**src/abg_pkg.sv**
```systemverilog
// Package: shared constants, types and a saturation helper for the anchor box generator
`default_nettype none
package abg_pkg;

    localparam int MAX_ANCHORS_DEF = 16;
    localparam int FRAC_BITS       = 16;
    localparam int GRID_BITS       = 12;

    localparam int GRID_W  = 12;
    localparam int SCALE_W = 27;
    localparam int COORD_W = 32;
    localparam int SLOT_W  = 4;
    localparam int CNT_W   = 5;
    localparam int SUM_W   = 48;

    // Size cap in fixed point and in whole pixels
    localparam logic [63:0] SIZE_CAP     = 64'd1 << 52;
    localparam logic [63:0] SIZE_CAP_INT = SIZE_CAP >> FRAC_BITS;

    // Configuration register indexes
    typedef enum logic [2:0] {
        REG_ROUNDED = 3'd0,
        REG_PIXEL   = 3'd1,
        REG_CLIP    = 3'd2,
        REG_STRIDE  = 3'd3,
        REG_IMG_H   = 3'd4,
        REG_IMG_W   = 3'd5,
        REG_COUNT   = 3'd6
    } cfg_reg_t;

    // Command codes
    localparam logic CMD_LOAD = 1'b0;
    localparam logic CMD_EMIT = 1'b1;

    // One stored base box
    typedef struct packed {
        logic signed [COORD_W-1:0] left;
        logic signed [COORD_W-1:0] top;
        logic signed [COORD_W-1:0] right;
        logic signed [COORD_W-1:0] bottom;
    } box_t;

    // Saturate a wide signed value to 32 bits
    function automatic logic signed [COORD_W-1:0] sat32(input logic signed [63:0] v);
        logic signed [63:0] hi;
        logic signed [63:0] lo;
        hi = 64'sd2147483647;
        lo = -64'sd2147483648;
        if (v > hi) begin
            sat32 = 32'sh7FFFFFFF;
        end else if (v < lo) begin
            sat32 = 32'sh80000000;
        end else begin
            sat32 = v[COORD_W-1:0];
        end
    endfunction

endpackage
`default_nettype wire

```
**src/abg_table.sv**
```systemverilog
// Base anchor table: one write port, one registered read port
`default_nettype none
module abg_table #(
    parameter int DEPTH = abg_pkg::MAX_ANCHORS_DEF,
    parameter int AW    = 4
) (
    input  wire logic           aclk,
    input  wire logic           we,
    input  wire logic [AW-1:0]  waddr,
    input  wire abg_pkg::box_t  wdata,
    input  wire logic [AW-1:0]  raddr,
    output abg_pkg::box_t       rdata
);

    abg_pkg::box_t mem [DEPTH];
    abg_pkg::box_t rdata_reg;

    always_ff @(posedge aclk) begin
        if (we) begin
            mem[waddr] <= wdata;
        end
        rdata_reg <= mem[raddr];
    end

    assign rdata = rdata_reg;

endmodule
`default_nettype wire

```
**config.mk**
```make
export PLATFORM = sky130hd
export DESIGN_NAME = abg_table
export DESIGN_NICKNAME = d
export VERILOG_FILES = /design/src/abg_pkg.sv /design/src/abg_table.sv
export SDC_FILE = /design/constraint.sdc
export NUM_CORES = 2
export LEC_CHECK = 0
export BUFFER_PORTS_ARGS = -buffer_cell sky130_fd_sc_hd__buf_4
export CAP_MARGIN = 20
export CORE_UTILIZATION = 60
export DETAILED_ROUTE_END_ITERATION = 8
export GPL_TIMING_DRIVEN = 1
export PLACE_DENSITY = 0.78
export SKIP_CTS_REPAIR_TIMING = 1
export SYNTH_ARGS = -nofsm -noshare
export SYNTH_HDL_FRONTEND = slang
export SYNTH_SLANG_ARGS = --single-unit
```
**constraint.sdc**
```tcl
create_clock -name aclk -period 16.65 [get_ports aclk]
set_clock_uncertainty 0.1 [all_clocks]
set_input_delay 0.8325 -clock aclk [delete_from_list [all_inputs] [get_ports aclk]]
set_output_delay 0.8325 -clock aclk [all_outputs]
set_load 0.02 [all_outputs]
```
Word level (Yosys, flattened, before mapping) --
Memory sizes are Yosys's and may differ from the RTL's. A register that Yosys moved wholly into a read port is not among the register bits. Cells that the tools add are included. W data, S select, Z words.
Storage, ports and cells: memories kept 1, register bits 0, output and inout port bits 128, memory bits (writable) 2048, logic and storage cells 3, input bits 138
Cells by class: mux-type cells 2
Memory list:
- mem | depth 16, bits a word 128, read ports 1, clocked after memory_dff 1, write ports 1, RTL line abg_table.sv:15 | abg_pkg::box_t mem [DEPTH];
Operators by type and width (count):
- $mux W1 | 2

Longest topological paths before layout --
word-level depth 2, gate-level depth with buffers 8, mapped depth without buffers 3

Worst setup path before layout --
No wires, ideal clock.
path kind input -> register, start point in waddr[2], end point mem mem[0][0] (netlist bit), enable pin, stages 2, data required time 15.776 ns, data arrival time 9.986 ns, buffers on the path 0, setup time 0.774 ns, slack 5.790 ns, path through or3b_2 -> nor3_1
RTL lines:
- start, declared | RTL line abg_table.sv:9 | input wire logic [AW-1:0] waddr,
- end, declared | RTL line abg_table.sv:15
Straight into the memory's write port.

==> out/metrics.cfg <==
[clock_tree]
htreeDepth=4
clk_pin_slew_ns=0.07
clock_sinks=2176
cts-root-buf=clkbuf_16
cts.path.max_buffers=3
clk_latency_ns=0.83
cts_tree=done
cts_buffers=197

[die]
die_h_microns=366.0
ios=266
start_util=0.6046
chipWidth_microns=366.0
placeableCoreArea_sq_um=131500
rows=133
dieArea_sq_um=133900

[placed_design]
port-buffer-count=265
dp_cells=5261
dp.final_hpwl_microns=83190
place.gp.congestion=0.7410
dpl_cell_area_sq_um=83550

[timing]
rsz0062_at_grt=no
min_period_ns=4.164
worst_pin_slew_ns=1.241
hold_viol=0
setup_viol_count_final=0
hold_ws_ns=0.1948
fin_setup_tns_ns=0
min_period_over_period=0.2501
slew_headroom=0.1724
max_freq_ghz=0.2402
final_max_slew_viol_count=0

[power]
clkPwrFrac=0.401
power_leakage_nw=28.99
ir_drop_v=0.00008738
internal_power_w=0.008983
powerDensity_nw_per_um2=125.3
pwr-share-comb=0.052
switching_share=0.2053
seqPwrFrac=0.547
p_sw_w=0.002321

[grt]
grt_pass1_vias=38452
grt_usage=0.2702
grt_pass1_wl_microns=258700
globalRouteOverflowTotal=0
grt_max_degree=150
antenna_found_initial=29

[setup_path]
crit_family=buffers and inverters
worst_path_most_repeated_cell=buf_4
max_stage_delay_ns=0.79
crit_fanout=111
worstPathCellList=buf_8 > buf_12 > buf_4 > buf_4 > mux4_2 > a22oi_1 > nand2_1
crit_path_start_kind=input port
cp_data_arrival_time_ns=4.76
end_kind=register
worst-endpoint-required_ns=17.24
path_buf_inv=4
crit_type=input port to register
crit_slowest_cell=buf_4

[synthesis]
synthAdderAreaFrac=0
synth.area.top_cells=edfxtp_1 77%, mux4_2 14%, dfxtp_1 3.2%
ys_warn_count=0
synth_top_family_by_area=multiplexers
synth_compound_area_frac=0.02575
synth_edf_count=2048
syn_nets=3492
yosysMostFrequentCell=edfxtp_1
async_reset_ff_frac=0
syn_inst=3354
yosysTopAreaCellShare=0.7737
yosys.area_share.simple=0.009602
syn_area_sq_um=79490
syn_area_per_cell_sq_um=23.70
synth_flop_cell=edfxtp_1
muxShareOfSynthArea=0.1472
synth_common_cells=2,048 x edfxtp_1, 479 x mux4_2, 216 x a22oi_1, 128 x dfxtp_1, 97 x nand2_1
synthXorXnorAreaFrac=0
yosysSeqAreaShare=0.8059
synth_top_area_cell=edfxtp_1
synth-seq-cells=2176
ys_types=26

[routing]
drt-pass1-iter-count=5
ant_nets=0
vias_per_cell=6.526
drc=0
avgRoutedWirePerCell_microns=31.66
num_vias=36885
wl_microns=179000
initialDrtViolationCount=4411

[finish]
layout-drive-gt1-share=0.3076
fin_area_sq_um=90210
layoutNonFillerInstCount=5652
finalNetCount=3844
largest_reg_flops=2048
area_growth_pct=13.49

[job]
cap_violations=0

[status]
outcome=finished, final reports clean

[worst_hold_path]
min_path_type=input port to register

## metal layers
metal / share of wire / routed length, microns / global-route usage
met3: 0.095 / 17030 / 0.05915
met5: 0.00074 / 133 / 0
met4: 0.028 / 4943 / 0.1036
met1: 0.37 / 65730 / 0.3613
met2: 0.51 / 91120 / 0.4410
## cells in the final DEF (no fill, tap or decap), drive strengths merged, types with 2 or more instances in the layout
master,netlist,final
a221oi,11,11
a22oi,216,216
and2,3,3
buf,103,330
bufinv,0,16
clkbuf,74,284
clkinv,0,64
clkinvlp,0,4
dfxtp,128,128
diode,0,19
edfxtp,2048,2048
inv,0,3
mux2,59,59
mux2i,25,25
mux4,479,479
nand2,97,97
nand2b,15,15
nand3b,2,2
nor2,15,15
nor2b,28,28
nor3,4,4
o21ai,15,15
o221ai,22,22
o22a,7,7
## final cells by class
class / instances / area, sq um
fillers: 7634 / 41260
flip-flops and latches: 2176 / 64060
diodes: 19 / 47.55
clock inverters: 87 / 909.6
clock buffers: 284 / 5670
multi-input cells: 1001 / 14660
repair buffers: 330 / 2661
well taps: 1755 / 2196
## power by group through the flow
stage                     Clock (W)  Sequential (W)  Combinational (W)
after floorplan                   0         0.00632           0.000296
after global placement            0         0.00629           0.000574
after detailed placement          0         0.00629           0.000587
after CTS                   0.00458         0.00618           0.000593
after global routing        0.00478         0.00619           0.000624
final                       0.00453         0.00618           0.000590
## stage by stage
stage                 util  power [W]  setup WS (ns)
CTS                 0.6856    0.01135          12.44
floorplan                -   0.006621          5.790
global placement    0.6353   0.006860          11.62
global route        0.6861    0.01159          12.07
detailed placement  0.6355   0.006879          11.56
finish              0.6862    0.01130          12.49
## cell families after synthesis
| group | after synthesis |
|---|---|
| flip-flops | 2176 |
| multiplexers | 563 |
| AO/OA/AOI/OAI | 271 |
| buffers and inverters | 177 |
| AND/OR/NAND/NOR | 167 |
## worst reg2reg max path: cells and delay by family (launching register included)
family | cells | cell delay [ns]
compound gates | 2 | 0.48
flops | 1 | 0.36
mux | 1 | 0.47
## worst paths after layout
kind	start	end	slack (ns)	cells after the start
max	raddr[0]	rdata[84]$_DFF_P_	12.49	7
min	wdata[70]	mem[8][70]$_DFFE_PP_	0.19	1
max reg2reg	mem[7][2]$_DFFE_PP_	rdata[2]$_DFF_P_	15.04	3
min reg2reg	mem[15][121]$_DFFE_PP_	rdata[121]$_DFF_P_	0.56	3
Note: power is estimated with default switching activity, not from simulation.
