--- config.mk ---
export PLATFORM = sky130hd
export DESIGN_NAME = abg_div
export DESIGN_NICKNAME = d
export VERILOG_FILES = /design/src/abg_div.sv
export SDC_FILE = /design/constraint.sdc
export NUM_CORES = 1
export LEC_CHECK = 0
export BUFFER_PORTS_ARGS = -buffer_cell sky130_fd_sc_hd__clkbuf_2
export CAP_MARGIN = 20
export CORE_ASPECT_RATIO = 1.2
export CORE_MARGIN = 5
export CORE_UTILIZATION = 45
export DETAILED_ROUTE_END_ITERATION = 16
export PLACE_DENSITY = 0.68
export SKIP_CTS_REPAIR_TIMING = 1
export SYNTH_ARGS = -nofsm -noshare
export SYNTH_HDL_FRONTEND = slang
export SYNTH_SLANG_ARGS = --single-unit
--- constraint.sdc ---
create_clock -name aclk -period 6.1 [get_ports aclk]
set_input_delay 1.22 -clock aclk [delete_from_list [all_inputs] [get_ports aclk]]
set_output_delay 1.22 -clock aclk [all_outputs]
set_load 0.01 [all_outputs]
--- src/abg_div.sv ---
// Restoring unsigned divider, one quotient bit per cycle
`default_nettype none
module abg_div (
    input  wire logic        aclk,
    input  wire logic        aresetn,
    input  wire logic        start,
    input  wire logic [63:0] num,
    input  wire logic [63:0] den,
    output logic             done,
    output logic [63:0]      quo,
    output logic [63:0]      rem
);

    logic        busy_reg, busy_next;
    logic        done_reg, done_next;
    logic [5:0]  cnt_reg, cnt_next;
    logic [63:0] quo_reg, quo_next;
    logic [63:0] rem_reg, rem_next;
    logic [63:0] den_reg, den_next;
    logic [64:0] shifted;

    // One shift-subtract step per cycle
    always_comb begin
        busy_next = busy_reg;
        done_next = 1'b0;
        cnt_next  = cnt_reg;
        quo_next  = quo_reg;
        rem_next  = rem_reg;
        den_next  = den_reg;
        shifted   = {rem_reg, quo_reg[63]};
        if (start) begin
            busy_next = 1'b1;
            cnt_next  = '0;
            quo_next  = num;
            rem_next  = '0;
            den_next  = den;
        end else if (busy_reg) begin
            if (shifted >= {1'b0, den_reg}) begin
                rem_next = 64'(shifted - {1'b0, den_reg});
                quo_next = {quo_reg[62:0], 1'b1};
            end else begin
                rem_next = shifted[63:0];
                quo_next = {quo_reg[62:0], 1'b0};
            end
            cnt_next = cnt_reg + 6'd1;
            if (cnt_reg == 6'd63) begin
                busy_next = 1'b0;
                done_next = 1'b1;
            end
        end
    end

    always_ff @(posedge aclk) begin
        if (!aresetn) begin
            busy_reg <= 1'b0;
            done_reg <= 1'b0;
        end else begin
            busy_reg <= busy_next;
            done_reg <= done_next;
        end
        cnt_reg <= cnt_next;
        quo_reg <= quo_next;
        rem_reg <= rem_next;
        den_reg <= den_next;
    end

    assign done = done_reg;
    assign quo  = quo_reg;
    assign rem  = rem_reg;

endmodule
`default_nettype wire

=== Word level (Yosys, flattened, before mapping) ===
Index checks and enable logic that the tools add are counted.

* Logic and storage cells: 22
* Output and inout bits: 129
* Bits in registers: 200

* Add/subtract/negate cells: 2
* Bitwise logic cells: 2
* Mux-type cells: 8
* Magnitude comparators: 1
* Reductions and logical operators: 2
* Eq/ne operators: 1

{| class="wikitable"
|+ Operators by type and width
! operator !! count
|-
| 2-to-1 mux 64 bit || 3
|-
| greater-or-equal comparator 65 x 64 -> 1 bit || 1
|-
| subtractor 64 bit || 1
|-
| adder 6 x 1 -> 6 bit (second input constant) || 1
|-
| equality test 6 bit (second input constant) || 1
|-
| 2-to-1 mux 1 bit || 5
|-
| OR reduction 3 bit || 1
|-
| inverter 1 bit || 2
|-
| nonzero test 2 bit || 1
|}

=== Depth between registers and ports, before layout ===
* Depth after elaboration: 4
* Depth in mapped cells: 15

=== Worst setup path before layout ===
No wires, ideal clock.

* Path kind: reg2reg
* Start point: reg den_reg[1]
* End point: reg quo_reg[0], in the netlist quo[0], data pin
* Period minus slack after synthesis: 3.197 ns
* Required time: 5.840 ns
* Setup slack: 2.903 ns
* Stages on the path, launching flop included: 14
* Setup time: 0.260 ns
* Data arrival time: 2.937 ns
* Path buffers: 2
* Cells stage by stage: edfxtp_1 -> inv_1 -> ha_1 -> nor2b_1 -> o31a_1 -> o41a_1 -> a21o_1 -> a21o_1 -> o21ai_2 -> nand3_2 -> a211o_1 -> buf_4 -> buf_4 -> mux2_2

* Longest elaborated chain between the ends: 4

{| class="wikitable"
|+ RTL lines
! item !! line !! text
|-
| start, declared || 19 || <nowiki>logic [63:0] den_reg, den_next;</nowiki>
|-
| start signal, assigned || 64 || <nowiki>den_reg <= den_next;</nowiki>
|-
| greater-or-equal comparator 65 x 64 -> 1 bit || 38 || <nowiki>if (shifted >= {1'b0, den_reg}) begin</nowiki>
|-
| 2-to-1 mux 1 bit || 38 ||
|-
| 2-to-1 mux 64 bit || 37 || <nowiki>end else if (busy_reg) begin</nowiki>
|-
| 2-to-1 mux 64 bit || 31 || <nowiki>if (start) begin</nowiki>
|-
| net quo_next[0] || 17 || <nowiki>logic [63:0] quo_reg, quo_next;</nowiki>
|-
| end signal, assigned || 62 || <nowiki>quo_reg <= quo_next;</nowiki>
|-
| end, declared || 17 ||
|}

The timed path passes the listed nets, and every way through them passes these cells. The select of a mux whose other input is x is not followed.
A chain may end at the register's enable or synchronous reset.

=== Final worst setup path ===
* Start point: reg quo_reg[63], in the netlist quo[63]
* End point: reg rem_reg[36], in the netlist rem[36]

* Longest elaborated chain between the ends: 2

{| class="wikitable"
|+ RTL lines
! item !! line !! text
|-
| subtractor 64 bit or greater-or-equal comparator 65 x 64 -> 1 bit (tied branches) || 39, 38 ||
|-
| 2-to-1 mux 64 bit (*) || 38 ||
|-
| end signal, assigned || 63 || <nowiki>rem_reg <= rem_next;</nowiki>
|-
| end, declared || 18 || <nowiki>logic [63:0] rem_reg, rem_next;</nowiki>
|}

Every way passes the cells marked *; elsewhere a longest branch is shown, timed or not.

==> results.yml <==
sta:
  slew_viol_final: 0
  setup_viol: 0
  fin_hold_ws_ps: 496
  fmax_mhz: 261
  hold_viol_final: 0
  relSlewSlack_pct: 32.2
  tns_ps: 0
  tightest_slew_ps: 1020
  rsz0062_at_grt: "false"
  final.setup_skew_ps: 18.0
  finalCritPeriodShare_pct: 62.9
  fin_crit_ps: 3840
layout:
  layout.cells.non_filler: 1807
  num_antenna_cells: 0
  finalInstanceArea_mm2: 0.0140
  final_util_pct: 53.4
  synthToLayoutAreaGrowth_pct: 17.5
  drive_gt1_share_pct: 26.2
  fin_nets: 1656
global_route:
  antenna_found_initial: 0
  gr-total-overflow: 0
  grt_max_degree: 125
  track_usage_pct: 21.3
  grt_pass1_wl_um: 51700
  grt_pass1_vias: 10100
power:
  intPower_uw: 2590
  pwr-share-clk_pct: 30.1
  switching_power_uw: 1310
  power.leakage_uw: 0.00603
  pwr-share-comb_pct: 27.2
  pwr-share-seq_pct: 42.7
  ir_drop_v: 0.000199
  power_density_mw_per_mm2: 279
  swShare_pct: 33.7
floorplanning:
  initial_utilization_pct: 45.5
  die_x_um: 158
  num_io_pins: 260
  die_h_um: 188
  rows: 65
  dieArea_mm2: 0.0298
  core_mm2: 0.0262
synth:
  syn-cell-area_mm2: 0.0119
  postSynthAreaPerCell_um2: 9.59
  netlist.area_leader.share_pct: 32.3
  synth_seq_cells: 200
  ys.flop_type: "edfxtp_1"
  syn-instance-count: 1241
  yosys_warnings: 0
  yosysMostFrequentCell: "nand2_1"
  synth.distinct_cells: 64
  synth.largest_area_cell: "edfxtp_1"
  synthTopCellsByCount: "nand2_1, edfxtp_1, nor2_1"
  syn_nets: 1438
  seq_area_frac_synth_pct: 44.4
  synth-edff-count: 128
  synth_area_leaders: "edfxtp_1, dfxtp_1, ha_1"
  async_reset_ff_share_pct: 0
flow_run:
  cap_viol_max_count: 0
detailed_routing:
  drt_first_pass_iters: 5
  vias: 10100
  drt-initial-drc-count: 665
  drcViolationCount: 0
  post_drt_wl_per_cell_um: 17.9
  routed_wl_um: 32300
  antenna_left: 0
  vias_per_cell: 5.61
hold_path:
  hold_class: "reg2reg"
critical_path:
  path_class: "reg2reg"
  cp.arrival_ps: 4200
  cp.required_ps: 6460
  endpoint_kind: "register"
  worstPathMaxFanout: 4
  crit_path_start_kind: "register"
clock_network:
  path_clk_slew_ps: 80
  clock_latency_ps: 460
  clock_sinks: 200
  root_buffer: "clkbuf_16"
  cts_buffer_depth: 2
  cts_buffers: 17
  htreeDepth: 4
  cts_tree: "done"
run_status:
  status: "complete, no violations"
placed_design:
  placed_cells: 1775
  placed_cell_area_mm2: 0.0134
  portBuffers: 259
  gp_congestion: 0.880
  hpwl_um: 24000
metal layers:
| metal | vias to the layer above | track usage (%) | part of all wire [%] |
|---|---|---|---|
| li1 | 4952 | - | - |
| met1 | 4825 | 26.6 | 41 |
| met4 | 0 | 5.55 | 2.0 |
| met5 | - | 0 | 0 |
| met3 | 40 | 5.10 | 6.5 |
| met2 | 317 | 36.9 | 50 |
placed cells by master (no fill, tap or decap), types with 6 or more instances in the layout:
cell,n
clkbuf_2,258
nand2_1,173
edfxtp_1,128
nor2_1,107
inv_1,85
a21oi_1,82
dfxtp_1,71
ha_1,65
mux2_2,64
o21ai_0,49
a311oi_1,45
xnor2_1,30
xor2_1,29
a21o_1,26
nand4_1,26
nor3_1,20
clkbuf_16,17
nand3_1,15
o21a_1,12
o21bai_1,12
o31ai_1,12
and3_1,10
a311oi_2,10
o211ai_1,7
or2_2,7
nor3b_1,7
or3_1,6
a211oi_1,6
path summary, 6_finish.rpt:
kind / from / cells after the start / slack [ps] / end
worst max-delay path: quo[63] / 13 / 2260 / rem[36]
worst min-delay path: cnt_reg[5] / 2 / 500 / cnt_reg[5]
worst max register to register: quo[63] / 13 / 2260 / rem[36]
worst min register to register: cnt_reg[5] / 2 / 500 / cnt_reg[5]
critical path: stages (launching register included):
cell and delay [ps]:
edfxtp_1 350, inv_1 70, ha_1 230, fa_1 390, nand2b_1 190, a211oi_1 400, o21ai_0 260, nand2_1 230
a21oi_1 160, o31ai_1 740, a21oi_1 190, xnor2_1 180, nand2_1 80, a311oi_2 260
power by group through the flow:
stage	registers, uW	clock network (uW)	logic (uW)
5_1_grt	1680	1260	1170
2_1_floorplan	1710	0	713
4_1_cts	1670	1200	1060
3_5_place_dp	1700	0	1050
3_3_place_gp	1690	0	1040
6_report	1670	1170	1060
final cells by class:
class / count / area (um2)
tap: 335 / 419
clock inverter: 15 / 183
inverter: 85 / 319
multi-input combinational: 890 / 5980
fill: 2421 / 12200
clock buffer: 17 / 425
sequential: 200 / 5290
timing repair buffer: 265 / 1380
kinds of logic (layout without fill, tap and decap cells):
kind of cell | after synthesis | in the layout | share of synthesized area (%)
AOI/OAI and AO/OA | 302 | 302 | 17.8
buffers and inverters | 151 | 382 | 5.45
muxes | 66 | 66 | 6.22
xor gates and xnor gates | 59 | 59 | 4.34
adders and majority gates | 66 | 66 | 7.00
and+or+nand+nor | 397 | 397 | 14.8
DFF | 200 | 200 | 44.4
per-stage QoR:
stage / setup slack [ps] / power, uW
3_3_place_gp: 2250 / 2730
4_1_cts: 2290 / 3930
2_1_floorplan: 2900 / 2420
6_report: 2260 / 3900
5_1_grt: 2030 / 4110
3_5_place_dp: 2340 / 2750
Power figures use the tool's default switching activity.
