**src/abg_sqrt.sv**
```systemverilog
// Integer square root, two radicand bits per cycle
`default_nettype none
module abg_sqrt (
    input  wire logic        aclk,
    input  wire logic        aresetn,
    input  wire logic        start,
    input  wire logic [63:0] val,
    output logic             done,
    output logic [31:0]      root
);

    logic        busy_reg, busy_next;
    logic        done_reg, done_next;
    logic [4:0]  cnt_reg, cnt_next;
    logic [63:0] v_reg, v_next;
    logic [63:0] r_reg, r_next;
    logic [63:0] b_reg, b_next;
    logic [63:0] trial;

    always_comb begin
        busy_next = busy_reg;
        done_next = 1'b0;
        cnt_next  = cnt_reg;
        v_next    = v_reg;
        r_next    = r_reg;
        b_next    = b_reg;
        trial     = r_reg + b_reg;
        if (start) begin
            busy_next = 1'b1;
            cnt_next  = '0;
            v_next    = val;
            r_next    = '0;
            b_next    = 64'd1 << 62;
        end else if (busy_reg) begin
            if (v_reg >= trial) begin
                v_next = v_reg - trial;
                r_next = (r_reg >> 1) + b_reg;
            end else begin
                r_next = r_reg >> 1;
            end
            b_next   = b_reg >> 2;
            cnt_next = cnt_reg + 5'd1;
            if (cnt_reg == 5'd31) begin
                busy_next = 1'b0;
                done_next = 1'b1;
            end
        end
    end

    always_ff @(posedge aclk) begin
        if (!aresetn) begin
            busy_reg <= 1'b0;
            done_reg <= 1'b0;
        end else begin
            busy_reg <= busy_next;
            done_reg <= done_next;
        end
        cnt_reg <= cnt_next;
        v_reg   <= v_next;
        r_reg   <= r_next;
        b_reg   <= b_next;
    end

    assign done = done_reg;
    assign root = r_reg[31:0];

endmodule
`default_nettype wire

```
**config.mk**
```make
export PLATFORM = sky130hd
export DESIGN_NAME = abg_sqrt
export DESIGN_NICKNAME = d
export VERILOG_FILES = /design/src/abg_sqrt.sv
export SDC_FILE = /design/constraint.sdc
export NUM_CORES = 1
export LEC_CHECK = 0
export BUFFER_PORTS_ARGS = -buffer_cell sky130_fd_sc_hd__buf_2
export CORE_AREA = 10 10 177 179
export DETAILED_ROUTE_END_ITERATION = 10
export DIE_AREA = 0 0 187 189
export GPL_ROUTABILITY_DRIVEN = 0
export PLACE_DENSITY_LB_ADDON = 0.2
export SLEW_MARGIN = 20
export SYNTH_ARGS = -nofsm -noshare
export SYNTH_HDL_FRONTEND = slang
export SYNTH_SLANG_ARGS = --single-unit
export TNS_END_PERCENT = 10
```
**constraint.sdc**
```tcl
create_clock -name aclk -period 9.9 [get_ports aclk]
set_clock_uncertainty 0.2 [all_clocks]
set_input_delay 0.495 -clock aclk [delete_from_list [all_inputs] [get_ports aclk]]
set_output_delay 0.495 -clock aclk [all_outputs]
set_load 0.1 [all_outputs]
```
# [Word level (Yosys, flattened, before mapping)]
# Cells that the tools add are included.
[totals] regBits=167 output_inout_bits=33
[op_classes] n_addsub=4 magnitude_cmp=1 n_eq_ne=1 n_mux=8 bitwise=2 reduce_logical=4
[ops] operator="$mux 64" n=4
[ops] operator="$add 63x63->64" n=1
[ops] operator="$add 64x63->64" n=1
[ops] operator="$ge 64x64->1" n=1
[ops] operator="$sub 64x64->64" n=1
[ops] operator="$add 5x1->5 const B" n=1
[ops] operator="$eq 5x5->1 const B" n=1
[ops] operator="$mux 1" n=4
[ops] operator="$reduce_bool 2->1" n=2
[ops] operator="$reduce_or 3->1" n=1
[ops] operator="$not 1->1" n=2
[ops] operator="$reduce_and 2->1" n=1

# [Longest topological paths before layout]
# Gate-level depths: netlist of run 1.
[logic_depth] depth_word=5 mapped_depth=26

# [Worst setup path before layout of run 1]
# Ideal clock, no wire load.
[synth_path] kind="register to register" startpoint="register r_reg[18]" endpoint="register v_reg[0], enable pin" setup_time_ns=0.574 arrival_time_ns=9.198 path_slack_ns=-0.073 stages_incl_launch_ff=22 synth_period_minus_slack_ns=9.973 cell_sequence="dfxtp_1 > ha_1 > nand2_1 > or3_1 > or3_1 > o211ai_2 > a211oi_1 > nor4_1 > nor2_1 > o21bai_1 > a31oi_1 > xor2_1 > ha_1 > clkbuf_1 > nand4_1 > o221a_2 > o21a_1 > o211a_1 > buf_6 > buf_4 > buf_2 > o21ai_0"
[synth_between] elab_chain_len=4
[synth_rtl] item="from (decl)" line="16" text="logic [63:0] r_reg, r_next;"
[synth_rtl] item="from (signal assigned)" line="60" text="r_reg <= r_next;"
[synth_rtl] item="$add 64x63->64" line="27" text="trial = r_reg + b_reg;"
[synth_rtl] item="$ge 64x64->1" line="35" text="if (v_reg >= trial) begin"
[synth_rtl] item="$reduce_bool 2->1 (no line)"
[synth_rtl] item="$reduce_and 2->1 (no line)"
[synth_rtl] item="to (signal assigned)" line="59" text="v_reg <= v_next;"
[synth_rtl] item="to (decl)" line="15" text="logic [63:0] v_reg, v_next;"
# No other way between the ends.
# A chain may end at the register's enable or synchronous reset.

# [Final worst setup path of run 1]
[layout_path] startpoint="register r_reg[20]" endpoint="register v_reg[7], enable pin"
# The elaborated chain is that of the path after synthesis.

==> results.py, run 1 <==
metrics = {
    "synthesis": {
        "yosys_register_bits": 167,
        "ys.flop_type": "dfxtp_1",
        "synth_cells": 1996,
        "synth_edf_count": 64,
        "ys_warn_count": 0,
        "synth_area_um2": 15700,
        "avgSynthCellArea_um2": 7.84,
        "ys_seq_area_frac": 0.254,
        "syn_nets": 2196,
        "async_reset_ff_frac": 0,
        "ys_types": 83,
    },
    "detailed_routing": {
        "drc": 0,
        "wirelength_mm": 43.8,
        "wire_per_inst_um": 18.5,
        "viasPerCell": 6.25,
        "num_vias": 14780,
        "drtAntennaViolNets": 0,
        "drtPass1Iterations": 8,
        "drtIter0Drc": 1082,
    },
    "global_routing": {
        "antenna_found_initial": 0,
        "grt.overflow.total": 0,
        "grtUsageTotal": 0.239,
        "grt_max_degree": 116,
        "grt_pass1_wl_mm": 71.1,
        "grt_pass1_vias": 14133,
    },
    "power_and_ir_drop": {
        "total_power_mw": 4.21,
        "p_leak_nw": 6.43,
        "ir_drop_mv": 0.166,
        "p_per_area_nw_per_um2": 254,
    },
    "clocking": {
        "clk_latency_ps": 460,
        "post-cts-setup-buffers": 0,
        "hold_buffers": 0,
        "tritoncts": "built",
        "cts_max_level": 4,
        "cts.sinks": 167,
        "clk_transition_reported_paths_ps": 80,
        "cts_made_buffers": 17,
        "ctsResizeCount": 0,
        "clock_path_buffers": 2,
        "root_buffer": "clkbuf_16",
    },
    "sta": {
        "finalCritPeriodShare": 0.739,
        "slew_violations": 0,
        "fmax_ghz": 0.137,
        "final_hold_viol_count": 0,
        "setup_viol": 0,
        "layout_setup_ws_ps": 2590,
        "worst_pin_slew_ps": 1010,
        "fin_setup_tns_ps": 0,
        "whs_ps": 56.1,
        "fin_crit_ps": 7310,
        "rsz0062_at_grt": "no",
        "slew_headroom": 0.329,
    },
    "finish": {
        "syn_to_final_growth_pct": 5.84,
        "mostFrequentLayoutCells": "nor2_1, nand2_1, o21ai_0, ha_1, a21oi_1",
        "n_antenna_cell": 0,
        "final_net_count": 2174,
        "postLayoutCellArea_um2": 16600,
        "instances_no_fill": 2365,
        "fillerInstances": 2570,
        "drive_above_1_share": 0.0966,
        "final_common_cell": "nor2_1",
        "post-route-util": 0.600,
    },
    "floorplanning": {
        "rows": 61,
        "die_y_um": 189,
        "coreArea_um2": 27600,
        "dieWidth_um": 187,
        "die-area_um2": 35300,
        "boundaryPins": 100,
        "initial_utilization": 0.567,
    },
    "placement": {
        "place_ws_ps": 2770,
        "dp.cells": 2332,
        "port_buffers": 99,
        "dpl_cell_area_um2": 16000,
        "dp_hpwl_mm": 33.1,
    },
    "critical_path": {
        "crit_required_ps": 9780,
        "worst_ep_arrival_time_ps": 7200,
        "critPathCaptureType": "register",
        "cp-start-kind": "register",
        "path_max_fanout": 44,
        "path_class": "reg -> reg",
    },
    "min_path": {
        "hold_class": "in -> reg",
    },
    "run": {
        "drv_cap": 0,
    },
    "outcome": {
        "status": "complete, no violations",
    },
}
-- cells by family after synthesis --
logic type / Yosys count / synth area share
muxes: 47 / 0.0301
DFF: 167 / 0.254
adders and majority gates: 133 / 0.107
and+or+nand+nor: 663 / 0.197
AOI/OAI and AO/OA: 642 / 0.268
xor gates and xnor gates: 154 / 0.0862
buffers and inverters: 190 / 0.0574
-- worst max-delay path, cell delays in order, from the launching register on --
cell	delay, ps
dfxtp_1	420
ha_1	430
nand4_1	210
or3_1	480
or3_1	350
o211ai_2	290
a211oi_1	160
nor4_1	680
nor2_1	220
o21bai_1	260
a31oi_1	140
xor2_1	180
ha_1	440
nand4_1	240
nor4_1	510
o311ai_1	270
o211a_4	220
o21ai_4	550
buf_4	620
-- path summary, 6_finish.rpt --
kind	end	cells after the start	startpoint	slack, ps
hold / removal	busy_reg	2	aresetn	60
setup / recovery	v_reg[7]	18	r_reg[20]	2590
hold reg to reg	r_reg[0]	2	r_reg[0]	310
setup reg to reg	v_reg[7]	18	r_reg[20]	2590
-- area by class of cell --
cell class / count / area [um^2] / share of cell area
clock buffer: 18 / 439 / 0.0265
tap: 378 / 473 / 0.0285
clock inverter: 14 / 128 / 0.00770
multi-input combinational: 1639 / 10800 / 0.651
timing repair buffer: 110 / 604 / 0.0365
inverter: 39 / 146 / 0.00883
sequential: 167 / 3990 / 0.241
-- layer usage --
metal	global-route usage	wire (um)	part of all wire
met1	0.277	18500	0.42
met2	0.427	21700	0.50
met3	0.0476	2400	0.055
met4	0.0903	1210	0.028
met5	0	0	0
-- power by group --
group / internal [mW] / leakage [nW] / total, mW / switching, mW
clock: 0.340 / 0.277 / 0.670 / 0.331
combinational: 0.934 / 4.67 / 2.47 / 1.54
sequential: 0.928 / 1.49 / 1.07 / 0.140
total: 2.20 / 6.43 / 4.21 / 2.01
-- synthesized netlist by cell type (16+ instances only) --
| master | count | area, um^2 |
|---|---|---|
| a211oi_1 | 46 | 345 |
| a21o_1 | 46 | 345 |
| a21oi_1 | 129 | 646 |
| a31o_2 | 20 | 175 |
| a31oi_1 | 58 | 363 |
| and2_1 | 24 | 150 |
| buf_4 | 36 | 270 |
| clkbuf_1 | 93 | 349 |
| dfxtp_1 | 103 | 2060 |
| edfxtp_1 | 64 | 1920 |
| ha_1 | 132 | 1650 |
| inv_1 | 36 | 135 |
| mux2i_1 | 46 | 460 |
| nand2_1 | 208 | 781 |
| nand3_1 | 30 | 150 |
| nand4_1 | 57 | 357 |
| nor2_1 | 212 | 796 |
| nor3_1 | 27 | 135 |
| o211ai_1 | 16 | 120 |
| o21a_1 | 26 | 195 |
| o21ai_0 | 157 | 786 |
| o21bai_1 | 35 | 263 |
| or3_1 | 17 | 106 |
| xnor2_1 | 86 | 753 |
| xor2_1 | 68 | 596 |
No activity file was read; power rests on OpenSTA's default activity.
==> inputs of run 2 (changes only) <==
==> constraint.sdc (replaced) <==
create_clock -name aclk -period 6.3 [get_ports aclk]
set_clock_uncertainty 0.2 [all_clocks]
set_input_delay 0.315 -clock aclk [delete_from_list [all_inputs] [get_ports aclk]]
set_output_delay 0.315 -clock aclk [all_outputs]
set_load 0.1 [all_outputs]
==> results.py, run 2 (synthesis results as in run 1) <==
metrics = {
    "sta": {
        "finalCritPeriodShare": 0.967,
        "fin_setup_tns_ps": 0,
        "fmax_ghz": 0.164,
        "final_hold_viol_count": 0,
        "rsz0062_at_grt": "no",
        "slew_headroom": 0.312,
        "setup_viol": 0,
        "fin_crit_ps": 6090,
        "worst_pin_slew_ps": 1030,
        "slew_violations": 0,
        "layout_setup_ws_ps": 210,
    },
    "floorplanning": {
        "die-area_um2": 35300,
        "rows": 61,
        "boundaryPins": 100,
        "dieWidth_um": 187,
        "initial_utilization": 0.567,
        "coreArea_um2": 27600,
        "die_y_um": 189,
    },
    "min_path": {
        "hold_class": "in -> reg",
        "hold_start": "val[62]",
    },
    "critical_path": {
        "cp-startpoint": "r_reg[10]",
        "reg2reg_from": "r_reg[10]",
        "cp-start-kind": "register",
        "path_class": "reg -> reg",
        "worst_ep_arrival_time_ps": 6020,
        "critPathCaptureType": "register",
        "crit_required_ps": 6230,
        "path_max_fanout": 38,
    },
    "clocking": {
        "root_buffer": "clkbuf_16",
        "cts.sinks": 167,
        "cts_made_buffers": 17,
        "tritoncts": "built",
        "clk_transition_reported_paths_ps": 70,
        "clock_path_buffers": 2,
        "cts_max_level": 4,
        "clk_latency_ps": 450,
    },
    "detailed_routing": {
        "wire_per_inst_um": 18.8,
        "viasPerCell": 6.27,
        "num_vias": 15535,
        "drc": 0,
        "drtIter0Drc": 1377,
        "drtAntennaViolNets": 0,
        "drtPass1Iterations": 6,
        "wirelength_mm": 46.7,
    },
    "global_routing": {
        "met1_usage": 0.305,
        "top_usage_layer": "met2",
        "grt_pass1_wl_mm": 75.5,
        "grt.overflow.total": 0,
        "grt_pass1_vias": 14925,
        "grt_use_met3": 0.0436,
        "grt_max_degree": 91,
        "antenna_found_initial": 0,
        "use_met2": 0.437,
        "grtUsageTotal": 0.253,
    },
    "power_and_ir_drop": {
        "p_leak_nw": 6.95,
        "ir_drop_mv": 0.242,
        "p_per_area_nw_per_um2": 390,
        "total_power_mw": 6.88,
    },
    "run": {
        "drv_cap": 0,
    },
    "placement": {
        "dp_hpwl_mm": 34.4,
        "place_ws_ps": 264,
        "port_buffers": 99,
        "dp.cells": 2377,
    },
    "finish": {
        "syn_to_final_growth_pct": 12.7,
        "final_common_cell": "nor2_1",
        "drive_above_1_share": 0.118,
        "mostFrequentLayoutCells": "nor2_1, nand2_1, o21ai_0, ha_1, a21oi_1",
        "n_antenna_cell": 0,
        "instances_no_fill": 2477,
        "final_net_count": 2286,
    },
    "outcome": {
        "status": "complete, no violations",
    },
}
run 2: cell count changes in the layout (fill, tap and decap cells not counted), moves of 3 or more:
| cell | change |
|---|---|
| inv_8 | -4 |
| buf_4 | +45 |
| clkinv_2 | +4 |
| dlygate4sd3_1 | +63 |
| buf_12 | +3 |
run 2: final cells by class:
class / count / area (um^2)
Inverter: 39 / 146
Tap cell: 378 / 473
Fill cell: 2475 / 9990
Sequential cell: 167 / 3990
Multi-Input combinational cell: 1641 / 10900
Clock inverter: 13 / 92.6
Clock buffer: 19 / 453
Timing Repair Buffer: 220 / 1610
run 2: final timing paths:
kind	slack (ps)	depth (start not counted)	endpoint
worst max-delay path	210	21	v_reg[20]
worst min-delay path	70	3	v_reg[62]
worst max register to register	210	21	v_reg[20]
worst min register to register	310	2	cnt_reg[3]
run 2: where the power goes:
part           total, mW  switching (mW)  internal (mW)
Sequential          1.64           0.181           1.46
Clock               1.03           0.497          0.530
Combinational       4.22            2.59           1.63
run 2: timing repair:
item | CTS | global route
hold buffers | 63 | 0
endpoints found under the setup margin | 0 | 60
buffers inserted | 0 | 3
resized for setup | 0 | 11
endpoints found under the hold margin | 64 | 0
run 2: layer usage:
layer,part of all wire,vias up
met1,0.42,7272
met4,0.038,0
met2,0.48,587
li1,-,7554
met5,0,-
met3,0.066,122
run 2: critical path: stages (launching register included):
cell and delay, ps:
dfxtp_1 380, ha_1 360, nand4_1 180, or2_2 320
o21bai_1 260, a31oi_1 180, o41ai_1 570, buf_4 230
a221oi_2 70, o21ai_0 270, and2_1 190, o21ai_1 80
xor2_1 170, ha_1 460, a21o_1 170, a21oi_1 80
o221a_2 290, o21a_1 270, o211a_4 310, buf_4 160
o21ai_4 200, buf_12 270
run 2: stage by stage:
| stage | cell area [um^2] | hold WS [ps] | util |
|---|---|---|---|
| 2_1_floorplan | 15700 | 229 | - |
| 3_3_place_gp | 16400 | 287 | 0.592 |
| 3_5_place_dp | 16400 | 294 | 0.592 |
| 4_1_cts | 17500 | 37.0 | 0.634 |
| 5_1_grt | 17600 | 63.6 | 0.638 |
| 6_report | 17600 | 67.5 | 0.638 |
